<file path="src/design/tplru_pkg.sv">
package tplru_pkg;

  // set geometry
  localparam int WAYS      = 16;
  localparam int TAG_WIDTH = 32;
  localparam int LEVELS    = $clog2(WAYS);
  localparam int LEAVES    = 1 << LEVELS;
  localparam int NODE_W    = LEVELS + 1;
  localparam int CNT_W     = $clog2(LEVELS + 1);
  localparam int LINE_W    = TAG_WIDTH + 4;

  // mode codes
  localparam logic MODE_FILL  = 1'b0;
  localparam logic MODE_INVAL = 1'b1;

  typedef struct packed {
    logic        mode;
    logic [31:0] tag;
    logic [2:0]  line_state;
    logic        line_dirty;
  } req_t;

  typedef struct packed {
    logic        victim_valid;
    logic [3:0]  victim_way;
    logic [31:0] victim_tag;
    logic [2:0]  victim_state;
    logic        victim_dirty;
  } rsp_t;

  typedef enum logic [7:0] {
    S_IDLE  = 8'b0000_0001,
    S_WALK  = 8'b0000_0010,
    S_FREAD = 8'b0000_0100,
    S_FDATA = 8'b0000_1000,
    S_SRCH  = 8'b0001_0000,
    S_SCMP  = 8'b0010_0000,
    S_PATH  = 8'b0100_0000,
    S_DONE  = 8'b1000_0000
  } state_t;

endpackage

</file>
<file path="src/design/tplru_ram.sv">
module tplru_ram #(
  parameter int WIDTH = 8,
  parameter int DEPTH = 16
) (
  input  logic                     clk,
  input  logic                     we,
  input  logic [$clog2(DEPTH)-1:0] waddr,
  input  logic [WIDTH-1:0]         wdata,
  input  logic [$clog2(DEPTH)-1:0] raddr,
  output logic [WIDTH-1:0]         rdata
);

  logic [WIDTH-1:0] mem [DEPTH];

  // one write port, registered read port
  always_ff @(posedge clk) begin
    if (we) begin
      mem[waddr] <= wdata;
    end
    rdata <= mem[raddr];
  end

endmodule

</file>
<file path="src/design/tree_plru_way_replacer_top.sv">
// Tree pseudo-LRU replacer for one cache set of WAYS lines. Each request item
// either fills a new line (mode 0) at the way the PLRU tree points to, flipping
// every tree bit on the way down, or invalidates the highest valid way whose
// tag matches (mode 1), pointing the tree away from it. Exactly one response
// item follows each request. The block takes one request at a time and holds
// req_ready low until the response is in its output register. A fill walks
// the tree one level per cycle, then reads and writes the line store. An
// invalidate scans from the highest way down, stepping past each empty way
// and, for each valid way, reading the line store and then comparing the
// tag; on a hit it updates the tree path level by level, then posts the
// response. Valid marks and tree bits clear at reset with no clearing
// pass.
module tree_plru_way_replacer_top (
  input  logic              clk,
  input  logic              rst,
  input  logic              req_valid,
  output logic              req_ready,
  input  tplru_pkg::req_t   req,
  output logic              rsp_valid,
  input  logic              rsp_ready,
  output tplru_pkg::rsp_t   rsp
);
  import tplru_pkg::*;

  state_t                state;
  logic [LEAVES-1:1]     tree_bits;
  logic [WAYS-1:0]       way_valid;
  logic [NODE_W-1:0]     node;
  logic [CNT_W-1:0]      cnt;
  logic [LEVELS-1:0]     ptr;
  req_t                  item;
  rsp_t                  res;

  logic                  req_fire;
  logic                  rsp_free;
  logic                  walk_bit;
  logic [NODE_W-1:0]     walk_next;
  logic [NODE_W-1:0]     leaf_wide;
  logic [LEVELS-1:0]     fill_way;
  logic [NODE_W-1:0]     parent;
  logic                  last_step;
  logic [TAG_WIDTH-1:0]  key;
  logic                  ram_we;
  logic [LINE_W-1:0]     ram_wdata;
  logic [LINE_W-1:0]     ram_rdata;
  logic [TAG_WIDTH-1:0]  rd_tag;
  logic [2:0]            rd_state;
  logic                  rd_dirty;
  logic                  tag_hit;
  rsp_t                  fill_res;
  rsp_t                  hit_res;

  assign req_ready = (state == S_IDLE);
  assign req_fire  = req_valid && req_ready;
  assign rsp_free  = !rsp_valid || rsp_ready;

  // one tree level per step
  assign walk_bit  = tree_bits[node[LEVELS-1:0]];
  assign walk_next = {node[LEVELS-1:0], walk_bit};
  assign last_step = (cnt == CNT_W'(LEVELS - 1));

  // leaf reached by the walk, folded back onto the real ways
  assign leaf_wide = {1'b0, walk_next[LEVELS-1:0]};
  always_comb begin
    if (leaf_wide >= NODE_W'(WAYS)) begin
      fill_way = LEVELS'(leaf_wide - NODE_W'(WAYS));
    end else begin
      fill_way = walk_next[LEVELS-1:0];
    end
  end

  assign parent = node >> 1;

  // line store: tag, coherence state and dirty bit per way
  assign key       = TAG_WIDTH'(item.tag);
  assign ram_we    = (state == S_FDATA);
  assign ram_wdata = {key, item.line_state, item.line_dirty};
  assign rd_tag    = ram_rdata[LINE_W-1:4];
  assign rd_state  = ram_rdata[3:1];
  assign rd_dirty  = ram_rdata[0];
  assign tag_hit   = (rd_tag == key);

  tplru_ram #(
    .WIDTH (LINE_W),
    .DEPTH (WAYS)
  ) u_line_ram (
    .clk   (clk),
    .we    (ram_we),
    .waddr (ptr),
    .wdata (ram_wdata),
    .raddr (ptr),
    .rdata (ram_rdata)
  );

  // response for a fill, old occupant only if it was valid
  always_comb begin
    fill_res              = '0;
    fill_res.victim_way   = 4'(ptr);
    if (way_valid[ptr]) begin
      fill_res.victim_valid = 1'b1;
      fill_res.victim_tag   = 32'(rd_tag);
      fill_res.victim_state = rd_state;
      fill_res.victim_dirty = rd_dirty;
    end
  end

  // response for an invalidate hit
  always_comb begin
    hit_res              = '0;
    hit_res.victim_valid = 1'b1;
    hit_res.victim_way   = 4'(ptr);
    hit_res.victim_tag   = 32'(rd_tag);
    hit_res.victim_state = rd_state;
    hit_res.victim_dirty = rd_dirty;
  end

  // sequencer and control state
  always_ff @(posedge clk) begin
    if (rst) begin
      state     <= S_IDLE;
      tree_bits <= '0;
      way_valid <= '0;
      rsp_valid <= 1'b0;
    end else begin
      if (state == S_DONE && rsp_free) begin
        rsp_valid <= 1'b1;
      end else if (rsp_valid && rsp_ready) begin
        rsp_valid <= 1'b0;
      end
      case (state)
        S_IDLE: begin
          if (req_fire) begin
            if (req.mode == MODE_FILL) begin
              state <= S_WALK;
            end else begin
              state <= S_SRCH;
            end
          end
        end
        S_WALK: begin
          tree_bits[node[LEVELS-1:0]] <= ~walk_bit;
          if (last_step) begin
            state <= S_FREAD;
          end
        end
        S_FREAD: begin
          state <= S_FDATA;
        end
        S_FDATA: begin
          way_valid[ptr] <= 1'b1;
          state          <= S_DONE;
        end
        S_SRCH: begin
          if (way_valid[ptr]) begin
            state <= S_SCMP;
          end else if (ptr == '0) begin
            state <= S_DONE;
          end
        end
        S_SCMP: begin
          if (tag_hit) begin
            way_valid[ptr] <= 1'b0;
            state          <= S_PATH;
          end else if (ptr == '0) begin
            state <= S_DONE;
          end else begin
            state <= S_SRCH;
          end
        end
        S_PATH: begin
          tree_bits[parent[LEVELS-1:0]] <= ~node[0];
          if (last_step) begin
            state <= S_DONE;
          end
        end
        S_DONE: begin
          if (rsp_free) begin
            state <= S_IDLE;
          end
        end
        default: begin
          state <= S_IDLE;
        end
      endcase
    end
  end

  // datapath registers
  always_ff @(posedge clk) begin
    case (state)
      S_IDLE: begin
        if (req_fire) begin
          item <= req;
          node <= NODE_W'(1);
          cnt  <= '0;
          ptr  <= LEVELS'(WAYS - 1);
          res  <= '0;
        end
      end
      S_WALK: begin
        node <= walk_next;
        cnt  <= cnt + CNT_W'(1);
        if (last_step) begin
          ptr <= fill_way;
        end
      end
      S_FDATA: begin
        res <= fill_res;
      end
      S_SRCH: begin
        if (!way_valid[ptr] && ptr != '0) begin
          ptr <= ptr - LEVELS'(1);
        end
      end
      S_SCMP: begin
        if (tag_hit) begin
          res  <= hit_res;
          node <= {1'b1, ptr};
          cnt  <= '0;
        end else if (ptr != '0) begin
          ptr <= ptr - LEVELS'(1);
        end
      end
      S_PATH: begin
        node <= parent;
        cnt  <= cnt + CNT_W'(1);
      end
      S_DONE: begin
        if (rsp_free) begin
          rsp <= res;
        end
      end
      default: begin
      end
    endcase
  end

endmodule

</file>
<file path="config.mk">
export PLATFORM = sky130hd
export DESIGN_NAME = tree_plru_way_replacer_top
export DESIGN_NICKNAME = d
export VERILOG_FILES = /design/src/design/tplru_pkg.sv /design/src/design/tplru_ram.sv /design/src/design/tree_plru_way_replacer_top.sv
export SDC_FILE = /design/constraint.sdc
export NUM_CORES = 1
export LEC_CHECK = 0
export BUFFER_PORTS_ARGS = -buffer_cell sky130_fd_sc_hd__buf_2
export CAP_MARGIN = 20
export CORE_ASPECT_RATIO = 2
export CORE_UTILIZATION = 50
export DETAILED_ROUTE_END_ITERATION = 8
export GPL_TIMING_DRIVEN = 0
export PLACE_DENSITY = 0.66
export SLEW_MARGIN = 10
export SYNTH_ARGS = -nofsm -noshare
export SYNTH_HDL_FRONTEND = slang
export SYNTH_SLANG_ARGS = --single-unit
</file>
<file path="constraint.sdc">
create_clock -name clk -period 5.5 [get_ports clk]
set_input_delay 0.55 -clock clk [delete_from_list [all_inputs] [get_ports clk]]
set_output_delay 0.55 -clock clk [all_outputs]
set_load 0.02 [all_outputs]
</file>
# [After elaboration in Yosys (flattened, before gate mapping)]
# Memories as Yosys holds them, arrays and structs flattened. A register that Yosys moved wholly into a read port is not among the register bits.
# Cells that the tools add are included.
[totals] ram_bits=576 register_bits=170 mem_count=1 output_inout_bits=43 input_bits=41 elab_cells=130
[mem_list] memory="u_line_ram.mem" depth=16 width=36 read_ports=1 rd_clocked_by_memory_dff=1 write_ports=1 line_no="tplru_ram.sv:13" source="logic [WIDTH-1:0] mem [DEPTH];"
[op_classes] magnitude_cmp=7 muxes=47 addsub=3 eq_ne=19 bitwise=5 n_reduce_logical=28
[ops] cell="41-bit one-hot mux with 3 select lines" count=1
[ops] cell="41-bit two-way mux" count=2
[ops] cell="8-bit two-way mux" count=8
[ops] cell="8-bit one-hot mux with 8 select lines" count=1
[ops] cell="36-bit two-way mux" count=1
[ops] cell="32-bit equality test" count=1
[ops] cell="16-bit one-hot mux with 2 select lines" count=1
[ops] cell="15-bit bitwise mux" count=2
[ops] cell="15-bit one-hot mux with 2 select lines" count=1
[ops] cell="4-bit two-way mux" count=6
[ops] cell="5-bit one-hot mux with 4 select lines" count=1
[ops] cell="16-bit AND" count=1
[ops] cell="16-bit two-way mux" count=1
[ops] cell="16-bit NOT" count=1
[ops] cell="16-bit bitwise OR" count=1
[ops] cell="4-bit one-hot mux with 4 select lines" count=1
[ops] cell="4-bit by 5-bit less-than comparator with 1-bit output (second input constant)" count=3
[ops] cell="5-bit two-way mux" count=3
[ops] cell="2-bit inequality test (second input constant)" count=7
[ops] cell="1-bit demux with 4-bit select" count=3
[ops] cell="4-bit by 1-bit greater-or-equal comparator with 1-bit output (second input constant)" count=3
[ops] cell="4-bit nonzero test" count=3
[ops] cell="1-bit two-way mux" count=10
[ops] cell="3-bit one-hot mux with 3 select lines" count=1
[ops] cell="other kinds (28)" count=46

# [Logic depth before layout (Yosys ltp)]
# Gate-level depths: netlist of run 1.
[depth] depth_word=8 ltp_mapped=11 ltp_nobuf=8

# [Modules after synthesis]
# Synthesis of run 1 repeated with hierarchy kept, for this count alone.
[unflattened] hier_cells=1528 hier_area_um2=29727.3
[by_module_without_submodules] mod="tplru_ram" cells_per_inst=938 seq_area_each_um2=18017.3 area_each_um2=22320.2 instances=1
[by_module_without_submodules] mod="tree_plru_way_replacer_top" cells_per_inst=590 seq_area_each_um2=4704.5 area_each_um2=7407.1 instances=1

# [Worst setup path after synthesis of run 1]
# Ideal clock, no wire load.
[synth_path] kind="flip-flop to flip-flop" start="register item, in the netlist key[15]" end="register res[0] (netlist bit) (enable)" path_slack_ns=1.496 n_path_buf=0 setup_time_ns=0.453 t_required_ns=5.047 path_stages_with_launch=7 synth_period_minus_slack_ns=4.004 t_arrival_ns=3.551 path_cell_list="edfxtp_1 xor2_1 nor4_1 nand4_1 nor3_1 o22ai_1 a21oi_1"
[synth_via] elab_chain_len=3
[synth_rtl] element="from (decl)" line_no="tree_plru_way_replacer_top.sv:31" source="req_t item;"
[synth_rtl] element="from (signal assigned)" line_no="tree_plru_way_replacer_top.sv:193" source="item <= req;"
[synth_rtl] element="32-bit equality test" line_no="tree_plru_way_replacer_top.sv:81" source="assign tag_hit = (rd_tag == key);"
[synth_rtl] element="2-bit inequality test (no source line)"
[synth_rtl] element="3-bit AND reduction (no source line)"
[synth_rtl] element="to (signal assigned)" line_no="tree_plru_way_replacer_top.sv:208" source="res <= fill_res;"
[synth_rtl] element="to (signal assigned)" line_no="tree_plru_way_replacer_top.sv:217" source="res <= hit_res;"
[synth_rtl] element="to (decl)" line_no="tree_plru_way_replacer_top.sv:32" source="rsp_t res;"
# No other way between the ends.
# A chain may end at the register's enable or synchronous reset.

# [Worst setup path after layout of run 1]
[layout_path] start="register ptr[1]" end="register state[1]"
[layout_via] elab_chain_len=4 elab_cells_between_ends=7 cone_classes="eq/ne (1); mux (4); reduce/logical (2)"
[layout_rtl] element="from (decl)" line_no="tree_plru_way_replacer_top.sv:30" source="logic [LEVELS-1:0] ptr;"
[layout_rtl] element="from (signal assigned)" line_no="tree_plru_way_replacer_top.sv:196" source="ptr <= LEVELS'(WAYS - 1);"
[layout_rtl] element="from (signal assigned)" line_no="tree_plru_way_replacer_top.sv:204" source="ptr <= fill_way;"
[layout_rtl] element="from (signal assigned)" line_no="tree_plru_way_replacer_top.sv:212" source="ptr <= ptr - LEVELS'(1);"
[layout_rtl] element="1-bit binary-select mux with 4-bit select" line_no="tree_plru_way_replacer_top.sv:154" source="if (way_valid[ptr]) begin"
[layout_rtl] element="1-bit two-way mux (implied by the code)" line_no="tree_plru_way_replacer_top.sv:154"
[layout_rtl] element="8-bit two-way mux / 3-bit inequality test (equally long branches)"
[layout_rtl] element="8-bit one-hot mux with 8 select lines / 5-bit AND reduction (equally long branches)"
[layout_rtl] element="to (signal assigned)" line_no="tree_plru_way_replacer_top.sv:134" source="state <= S_WALK;"
[layout_rtl] element="to (signal assigned)" line_no="tree_plru_way_replacer_top.sv:155" source="state <= S_SCMP;"
[layout_rtl] element="to (signal assigned)" line_no="tree_plru_way_replacer_top.sv:157" source="state <= S_DONE;"
[layout_rtl] element="to (decl)" line_no="tree_plru_way_replacer_top.sv:25" source="state_t state;"
# Parallel ways exist; a longest one is shown, timed or not. The select of a mux whose other input is x is not followed.

==> out/metrics.csv, run 1 <==
metric,value,unit
status,completed,
remaining_drc_errors,0,
tritoncts,yes,
rsz0062_at_grt,no,
start_kind,flop,
root_buffer,clkbuf_16,
grt_start_max_net_pins,38,
clk_pin_slew,0.07,ns
syn_nets,1483,
final_nets,1647,
start_util,0.5052,
p_leak,11.05,nW
pwr-share-seq,0.539,
setup_ws,1.180,ns
combPwrFrac,0.135,
synthCells,1435,
power_frac_clock,0.327,
synthFlopType,edfxtp_1,
syn_area,29790,sq um
synth.avg_cell_area,20.76,sq um
htreeDepth,3,
arrival,4.78,ns
vias,14660,
die_w,174.6,um
hp-class,primary input to flop,
cts_buffers,67,
dr.pass1.iters,6,
yosysSeqAreaShare,0.7628,
synthArstFlopShare,0,
antenna_found_initial,0,
area_growth,12.95,%
setup_viol,0,
drive_gt1_frac,0.2617,
cts_max_path_buffers,3,
synth_warnings,0,
io_buffers,83,
clock_latency,0.61,ns
via_per_inst,6.062,
ir_drop,0.2505,mV
io_pins,84,
wl,70980,um
yosys-top-cells-area,"edfxtp_1, mux4_2, dfxtp_1",
layout_common_cells,"edfxtp_1, mux4_2, buf_2",
ant_nets,0,
synth.ff_latch_count,782,
switching_power,0.003714,W
clkSinkCount,782,
coreArea,58960,sq um
place.gp.congestion,0.8692,
post-cts-setup-buffers,0,
grt_use_total,0.2417,
fmax,0.2315,GHz
synth.distinct_cells,68,
synth_largest_area_cell,edfxtp_1,
power.internal,0.01055,W
mostFrequentLayoutCell,edfxtp_1,
p_sw_frac,0.2603,
worstPathMaxFanout,10,
cp.required,5.96,ns
max-slew-margin-rel,0.2394,
min_period,4.320,ns
worstSetupPathType,flop to flop,
grt_pass1_vias,15390,
end_kind,flop,
grt_pass1_wl,103600,um
grt_overflow,0,
n_antenna_cell,0,
dpl_worst_slack,1.166,ns
die-area,60620,sq um
cts_hold_buf,0,
finalHoldViolCount,0,
fillers,4384,
row_count,126,
cap_violations,0,
report.final.slew_viol_count,0,
period_share,0.7855,
drtIter0Drc,1236,
stdcell_area,33650,sq um
synth_edf_count,706,
placed_area,31460,sq um
routedWlPerCell,29.34,um
skew,0.01991,ns
power.density,424.1,nW/um^2
die_y,347.2,um
yosys.area.top_type_share,0.7117,
ctsResizeCount,0,
tightest_slew,1.141,ns
dpl.hpwl,43450,um
[critical path, stage by stage, from the launching register on]
cell	delay, ns
edfxtp_1	0.40
clkbuf_1	0.45
clkbuf_1	0.63
buf_1	0.86
inv_1	0.34
ha_1	0.30
nor3b_1	0.18
or2_2	0.34
o32a_1	0.33
nand2_1	0.14
o32a_1	0.16
nor2_1	0.04
[power by group through the flow]
stage	Combinational [W]	Clock, W	Sequential [W]
4_1_cts	0.00194	0.00472	0.00768
2_1_floorplan	0.00118	0	0.00764
5_1_grt	0.00204	0.00493	0.00774
3_3_place_gp	0.00181	0	0.00781
3_5_place_dp	0.00193	0	0.00781
6_report	0.00192	0.00466	0.00768
[synth_stat cells, types with 13 or more instances]
cell and n:
edfxtp_1 706, mux4_2 188, dfxtp_1 76, clkbuf_1 47, and2_1 38, nor2_1 38, nor3_1 35, xor2_1 34
a21oi_1 29, nand2_1 23, and3_1 20, buf_2 18, inv_1 15, nand3_1 13
[registers in the layout, summed over array words and instances (netlist names), named ones only]
register and count:
cnt 3, item 4, key 32, node 5
ptr 4, res 41, rsp 41, rsp_valid 1
state 8, tree_bits 15, u_line_ram.mem 576, u_line_ram.rdata 36
[final timing paths]
path	startpoint	endpoint	slack (ns)	cells after the start
setup reg to reg	ptr[1]	state[1]	1.18	11
setup / recovery	ptr[1]	state[1]	1.18	11
hold reg to reg	res[12]	rsp[12]	0.42	0
hold / removal	req[26]	key[22]	0.12	1
[cells by family after synthesis]
| logic type | count (synthesis) | share of synthesized area |
|---|---|---|
| fa+ha+maj | 7 | 0.002940 |
| xor+xnor | 36 | 0.01058 |
| flops | 782 | 0.7628 |
| compound gates | 94 | 0.02130 |
| simple gates | 232 | 0.04574 |
| buf+inv | 91 | 0.01260 |
| mux | 193 | 0.1441 |
[per-layer routing]
layer  up-vias  share of wire  GRT usage
met5         -              0          0
met4         0          0.040     0.1028
met3       157          0.051    0.03198
met2       613           0.55     0.4397
met1      7653           0.36     0.2855
li1       6241              -          -
[final cells by class]
| type | count | area [sq um] | share of cell area |
|---|---|---|---|
| sequential | 782 | 22720 | 0.6753 |
| multi-input combinational | 562 | 6792 | 0.2018 |
| clock buffer | 89 | 1842 | 0.05474 |
| tap | 768 | 960.9 | 0.02856 |
| timing repair buffer | 95 | 660.6 | 0.01963 |
| buffer | 75 | 315.3 | 0.009371 |
| clock inverter | 32 | 295.3 | 0.008776 |
| inverter | 16 | 60.06 | 0.001785 |
[through the flow]
stage,std cells,TNS (ns),utilization,hold WS (ns),total power [W]
2_1_floorplan,1435,0,-,0.4003,0.008815
3_3_place_gp,2286,-134.35,0.5286,0.4015,0.009622
3_5_place_dp,2294,0,0.5336,0.4054,0.009743
4_1_cts,2415,0,0.5698,0.09019,0.01435
5_1_grt,2419,0,0.5707,0.09878,0.01471
6_report,2419,0,0.5707,0.1196,0.01427
No activity file was read; power rests on OpenSTA's default activity.
==> run 2, diff against run 1 <==
==> constraint.sdc (replaced) <==
create_clock -name clk -period 4.2 [get_ports clk]
set_input_delay 0.42 -clock clk [delete_from_list [all_inputs] [get_ports clk]]
set_output_delay 0.42 -clock clk [all_outputs]
set_load 0.02 [all_outputs]
==> out/metrics.csv, run 2 (synthesis results as in run 1) <==
metric,value,unit,change
min_to,key[20],,was key[22]
cp.required,4.50,ns,was 5.96 ns
seq_area,22720,sq um,unchanged
setup_viol,0,,unchanged
regToRegEndpoint,res[22],,was state[1]
setup_tns,0,ns,unchanged
start_util,0.5052,,unchanged
htreeDepth,3,,unchanged
placed_area,31460,sq um,unchanged
grt_pass1_wl,104100,um,was 103600 um
report.final.slew_viol_count,0,,unchanged
row_count,126,,unchanged
tritoncts,yes,,unchanged
grt_start_max_net_pins,38,,unchanged
reg2reg_depth,8,,was 11
clk_pin_slew,0.07,ns,about the same
antenna_found_initial,0,,unchanged
cap_violations,0,,unchanged
min_from,req[24],,was req[26]
p_leak,11.21,nW,was 11.05 nW
n_antenna_cell,0,,unchanged
ant_nets,0,,unchanged
remaining_drc_errors,0,,unchanged
fmax,0.2479,GHz,was 0.2315 GHz
die-area,60620,sq um,unchanged
final_nets,1682,,was 1647
rsz0062_at_grt,no,,unchanged
crit_family,simple AND/OR/NAND/NOR gates,,was buffers and inverters
cts_buffers,67,,unchanged
cp.buffers_inverters,2,,was 4
grt_pass1_vias,15520,,was 15390
drive_gt1_frac,0.2580,,was 0.2617
grt_use_total,0.2428,,was 0.2417
clkSinkCount,782,,unchanged
end_kind,flop,,unchanged
arrival,4.34,ns,was 4.78 ns
vias,14840,,was 14660
tightest_slew,1.110,ns,was 1.141 ns
regMostFlops,u_line_ram.mem,,unchanged
dpl.hpwl,43450,um,unchanged
holdWs,0.06533,ns,was 0.1196 ns
root_buffer,clkbuf_16,,unchanged
mostFrequentLayoutCell,edfxtp_1,,unchanged
post-cts-setup-buffers,0,,unchanged
clock_latency,0.61,ns,about the same
area_growth,14.18,%,was 12.95%
finalHoldViolCount,0,,unchanged
final_util,0.5769,,was 0.5707
max-slew-margin-rel,0.2603,,was 0.2394
status,completed,,unchanged
reg_top3,"u_line_ram.mem x576, res x41, rsp x41",,unchanged
crit_chain,"xor2_1, nor4_2, nand4_1, nor3_1, o22ai_1, a21oi_4, buf_16, buf_16",,"was clkbuf_1, clkbuf_1, buf_1, inv_1, ha_1, nor3b_1, or2_2, o32a_1, nand2_1, o32a_1, nor2_1"
stdcell_area,34010,sq um,was 33650 sq um
largest_reg_flops,576,,unchanged
period_share,0.9604,,was 0.7855
whs_path_depth,1,,unchanged
dr.pass1.iters,6,,unchanged
die_w,174.6,um,unchanged
reg2reg_slack,0.17,ns,was 1.18 ns
power.density,550.2,nW/um^2,was 424.1 nW/um^2
slowest_stage,edfxtp_1,,was buf_1
grt_overflow,0,,unchanged
worstPathMaxFanout,18,,was 10
p_total,0.01871,W,was 0.01427 W
layout_common_cells,"edfxtp_1, mux4_2, buf_2",,unchanged
io_buffers,83,,unchanged
worst_path_most_repeated_cell,buf_16,,
fillers,4362,,was 4384
worstSetupPathType,flop to flop,,unchanged
hp-class,primary input to flop,,unchanged
min_period,4.034,ns,was 4.320 ns
die_y,347.2,um,unchanged
critPathMaxStageDelay,0.69,ns,was 0.86 ns
cts_max_path_buffers,3,,unchanged
via_per_inst,6.049,,was 6.062
multi_input_area,6798,sq um,was 6792 sq um
r2r_start,key[15],,was ptr[1]
start_kind,flop,,unchanged
wl,71230,um,was 70980 um
io_pins,84,,unchanged
drtIter0Drc,1383,,was 1236
routedWlPerCell,29.02,um,was 29.34 um
place.gp.congestion,0.8692,,unchanged
skew,0.02099,ns,was 0.01991 ns
coreArea,58960,sq um,unchanged
ir_drop,0.3269,mV,was 0.2505 mV
==> run 2: cell count changes in the layout (fill, tap and decap cells not counted) <==
cell and delta:
clkbuf_2 +1, nor4_1 -1, buf_1 -2, clkdlybuf4s15_2 +1, nor4_2 +1, dlygate4sd3_1 +35
==> run 2: timing repair <==
action                                 4_1_cts  5_1_grt
resized for setup                            3        2
setup endpoints to repair                   17        4
pin swaps                                    0        0
endpoints found under the hold margin       35        0
hold buffers                                35        0
==> run 2: area by class of cell <==
| cell class | instances | share of cell area |
|---|---|---|
| buffer | 75 | 0.009528 |
| inverter | 16 | 0.001766 |
| timing repair buffer | 130 | 0.02972 |
| multi-input combinational | 562 | 0.1999 |
| tap | 768 | 0.02825 |
| clock inverter | 32 | 0.008682 |
| clock buffer | 89 | 0.05415 |
| sequential | 782 | 0.6680 |
==> run 2: power breakdown <==
group / internal (W) / total, W / leakage [nW] / switching [W]
Sequential: 0.00950 / 0.0101 / 7.04 / 0.000568
Combinational: 0.000987 / 0.00255 / 3.13 / 0.00156
Clock: 0.00336 / 0.00611 / 1.04 / 0.00274
Total: 0.0138 / 0.0187 / 11.2 / 0.00487
==> run 2: routing by layer <==
metal	track usage	vias to the layer above	wire, um
met5	0	-	0
met4	0.1022	0	2863
met3	0.03208	148	3478
met2	0.4424	584	39010
met1	0.2865	7797	25870
li1	-	6315	-
==> run 2: how the worst max path moves through the flow <==
stage          startpoint  cells after the start  slack (ns)      end
3_5_place_dp      key[15]                      8       -0.13  res[16]
6_report          key[15]                      8        0.17  res[22]
3_3_place_gp      key[15]                      6       -3.44   res[9]
2_1_floorplan     key[15]                      6        0.20   res[0]
5_1_grt           key[15]                      8        0.02  res[22]
4_1_cts           key[15]                      8        0.12  res[22]
==> run 2: metrics by stage <==
step / cells / setup slack [ns]
6_report: 2454 / 0.1664
3_3_place_gp: 2286 / -3.445
4_1_cts: 2450 / 0.1230
5_1_grt: 2454 / 0.02453
2_1_floorplan: 1435 / 0.1962
3_5_place_dp: 2294 / -0.1339
==> run 3, diff against run 2 <==
--- a/config.mk
+++ b/config.mk
@@ -11,7 +11,7 @@
 export CORE_UTILIZATION = 50
 export DETAILED_ROUTE_END_ITERATION = 8
 export GPL_TIMING_DRIVEN = 0
-export PLACE_DENSITY = 0.66
+export PLACE_DENSITY = 0.69
 export SLEW_MARGIN = 10
 export SYNTH_ARGS = -nofsm -noshare
 export SYNTH_HDL_FRONTEND = slang
==> constraint.sdc (replaced) <==
create_clock -name clk -period 3.7 [get_ports clk]
set_input_delay 0.37 -clock clk [delete_from_list [all_inputs] [get_ports clk]]
set_output_delay 0.37 -clock clk [all_outputs]
set_load 0.02 [all_outputs]
==> out/metrics.csv, run 3 (synthesis results as in run 1) <==
metric,value,unit,change
period_share,0.9817,,was 0.9604
htreeDepth,3,,unchanged
status,completed,,unchanged
rsz0062_at_grt,no,,unchanged
die_w,174.6,um,unchanged
start_util,0.5052,,unchanged
antenna_found_initial,0,,unchanged
drive_gt1_frac,0.2645,,was 0.2580
power.density,635.8,nW/um^2,was 550.2 nW/um^2
p_sw_frac,0.2587,,was 0.2602
regMostFlops,u_line_ram.mem,,unchanged
tightest_slew,1.118,ns,was 1.110 ns
fin_cells,2458,,was 2454
seq_area,22720,sq um,unchanged
cts_buffers,68,,was 67
cp.required,4.16,ns,was 4.50 ns
multi_input_area,6807,sq um,was 6798 sq um
clock_latency,0.60,ns,was 0.61 ns
crit_end,state[1],,was res[22]
die-area,60620,sq um,unchanged
power_frac_clock,0.338,,was 0.326
cap_violations,0,,unchanged
wl,71790,um,was 71230 um
worstPathMaxFanout,10,,was 18
regToRegEndpoint,state[1],,was res[22]
startpoint,ptr[1],,was key[15]
dpl.hpwl,43170,um,was 43450 um
setup_tns,0,ns,unchanged
end_kind,flop,,unchanged
worstSetupPathType,flop to flop,,unchanged
ir_drop,0.4569,mV,was 0.3269 mV
tritoncts,yes,,unchanged
clkSinkCount,782,,unchanged
place.gp.congestion,0.8946,,was 0.8692
final_nets,1686,,was 1682
arrival,4.10,ns,was 4.34 ns
hp-class,primary input to flop,,unchanged
vias,14940,,was 14840
final_util,0.5793,,was 0.5769
grt_overflow,0,,unchanged
setup_viol,0,,unchanged
grt_use_total,0.2433,,was 0.2428
root_buffer,clkbuf_16,,unchanged
layout_common_cells,"edfxtp_1, mux4_2, buf_2",,unchanged
reg_top3,"u_line_ram.mem x576, res x41, rsp x41",,unchanged
coreArea,58960,sq um,unchanged
dr.pass1.iters,8,,was 6
grt_pass1_vias,15570,,was 15520
power.internal,0.01610,W,was 0.01385 W
largest_reg_flops,576,,unchanged
reg2reg_depth,11,,was 8
p_total,0.02172,W,was 0.01871 W
combPwrFrac,0.136,,about the same
drtIter0Drc,1441,,was 1383
fillers,4313,,was 4362
cts_max_path_buffers,3,,unchanged
die_y,347.2,um,unchanged
switching_power,0.005618,W,was 0.004870 W
p_leak,11.29,nW,was 11.21 nW
routedWlPerCell,29.21,um,was 29.02 um
holdWs,0.08744,ns,was 0.06533 ns
row_count,126,,unchanged
clk_pin_slew,0.07,ns,about the same
reg2reg_slack,0.07,ns,was 0.17 ns
max-slew-margin-rel,0.2545,,was 0.2603
r2r_start,ptr[1],,was key[15]
io_buffers,83,,unchanged
grt_start_max_net_pins,38,,unchanged
fmax,0.2753,GHz,was 0.2479 GHz
area_growth,14.66,%,was 14.18%
ant_nets,0,,unchanged
remaining_drc_errors,0,,unchanged
io_pins,84,,unchanged
grt_pass1_wl,104600,um,was 104100 um
pwr-share-seq,0.526,,was 0.538
n_antenna_cell,0,,unchanged
dp_cells,2294,,unchanged
start_kind,flop,,unchanged
via_per_inst,6.078,,was 6.049
min_period,3.632,ns,was 4.034 ns
report.final.slew_viol_count,0,,unchanged
mostFrequentLayoutCell,edfxtp_1,,unchanged
skew,0.02099,ns,about the same
finalHoldViolCount,0,,unchanged
[run 3: power by group through the flow]
stage	Combinational [W]	Clock, W	Sequential [W]
2_1_floorplan	0.00175	0	0.0113
3_3_place_gp	0.00271	0	0.0116
3_5_place_dp	0.00287	0	0.0116
4_1_cts	0.00299	0.00742	0.0114
5_1_grt	0.00311	0.00772	0.0115
6_report	0.00296	0.00733	0.0114
[run 3: layer usage]
layer / track usage / vias up / share of wire
met5: 0 / - / 0
met4: 0.1125 / 0 / 0.046
met3: 0.03066 / 172 / 0.056
met2: 0.4422 / 652 / 0.54
met1: 0.2845 / 7809 / 0.35
li1: - / 6306 / -
[run 3: area by class of cell]
class,count,share of cell area
multi-input cells,562,0.1993
clock inverters,35,0.01202
repair buffers,133,0.02934
flip-flops and latches,782,0.6652
clock buffers,87,0.05465
well taps,768,0.02813
inverters,16,0.001758
plain buffers,75,0.009597
[run 3: how the worst min path moves through the flow]
stage                          from         to  slack (ns)  cells after the start
after floorplan              res[0]     rsp[0]        0.40                      0
after global placement       res[7]     rsp[7]        0.40                      0
after detailed placement    res[40]    rsp[40]        0.40                      0
after CTS                 rsp_ready  rsp_valid        0.06                      3
after global routing        req[36]   state[1]        0.10                      3
final                     rsp_ready  rsp_valid        0.09                      3
[run 3: stage by stage]
step / setup slack (ns) / instance area (sq um)
after floorplan: 0.05439 / 29790
after global placement: -3.110 / 31170
after detailed placement: -0.7065 / 31420
after CTS: 0.01008 / 34140
after global routing: 0.0002940 / 34160
final: 0.06782 / 34160
[run 3: timing repair]
| action | 4_1_cts | 5_1_grt |
|---|---|---|
| hold buffers | 36 | 0 |
| pin swaps | 1 | 8 |
| endpoints found under the hold margin | 36 | 0 |
| buffers inserted | 4 | 0 |
| endpoints found under the setup margin | 438 | 331 |
| gates cloned | 0 | 0 |
| resized for setup | 7 | 6 |
[run 3: worst max-delay path: stages, from the launching register on]
cell             delay (ns)
edfxtp_1               0.39
clkbuf_1               0.40
clkbuf_2               0.46
clkdlybuf4s15_2        0.58
inv_1                  0.22
ha_1                   0.25
nor3b_1                0.19
or2_2                  0.34
o32a_1                 0.32
nand2_1                0.15
o32a_1                 0.16
nor2_1                 0.04
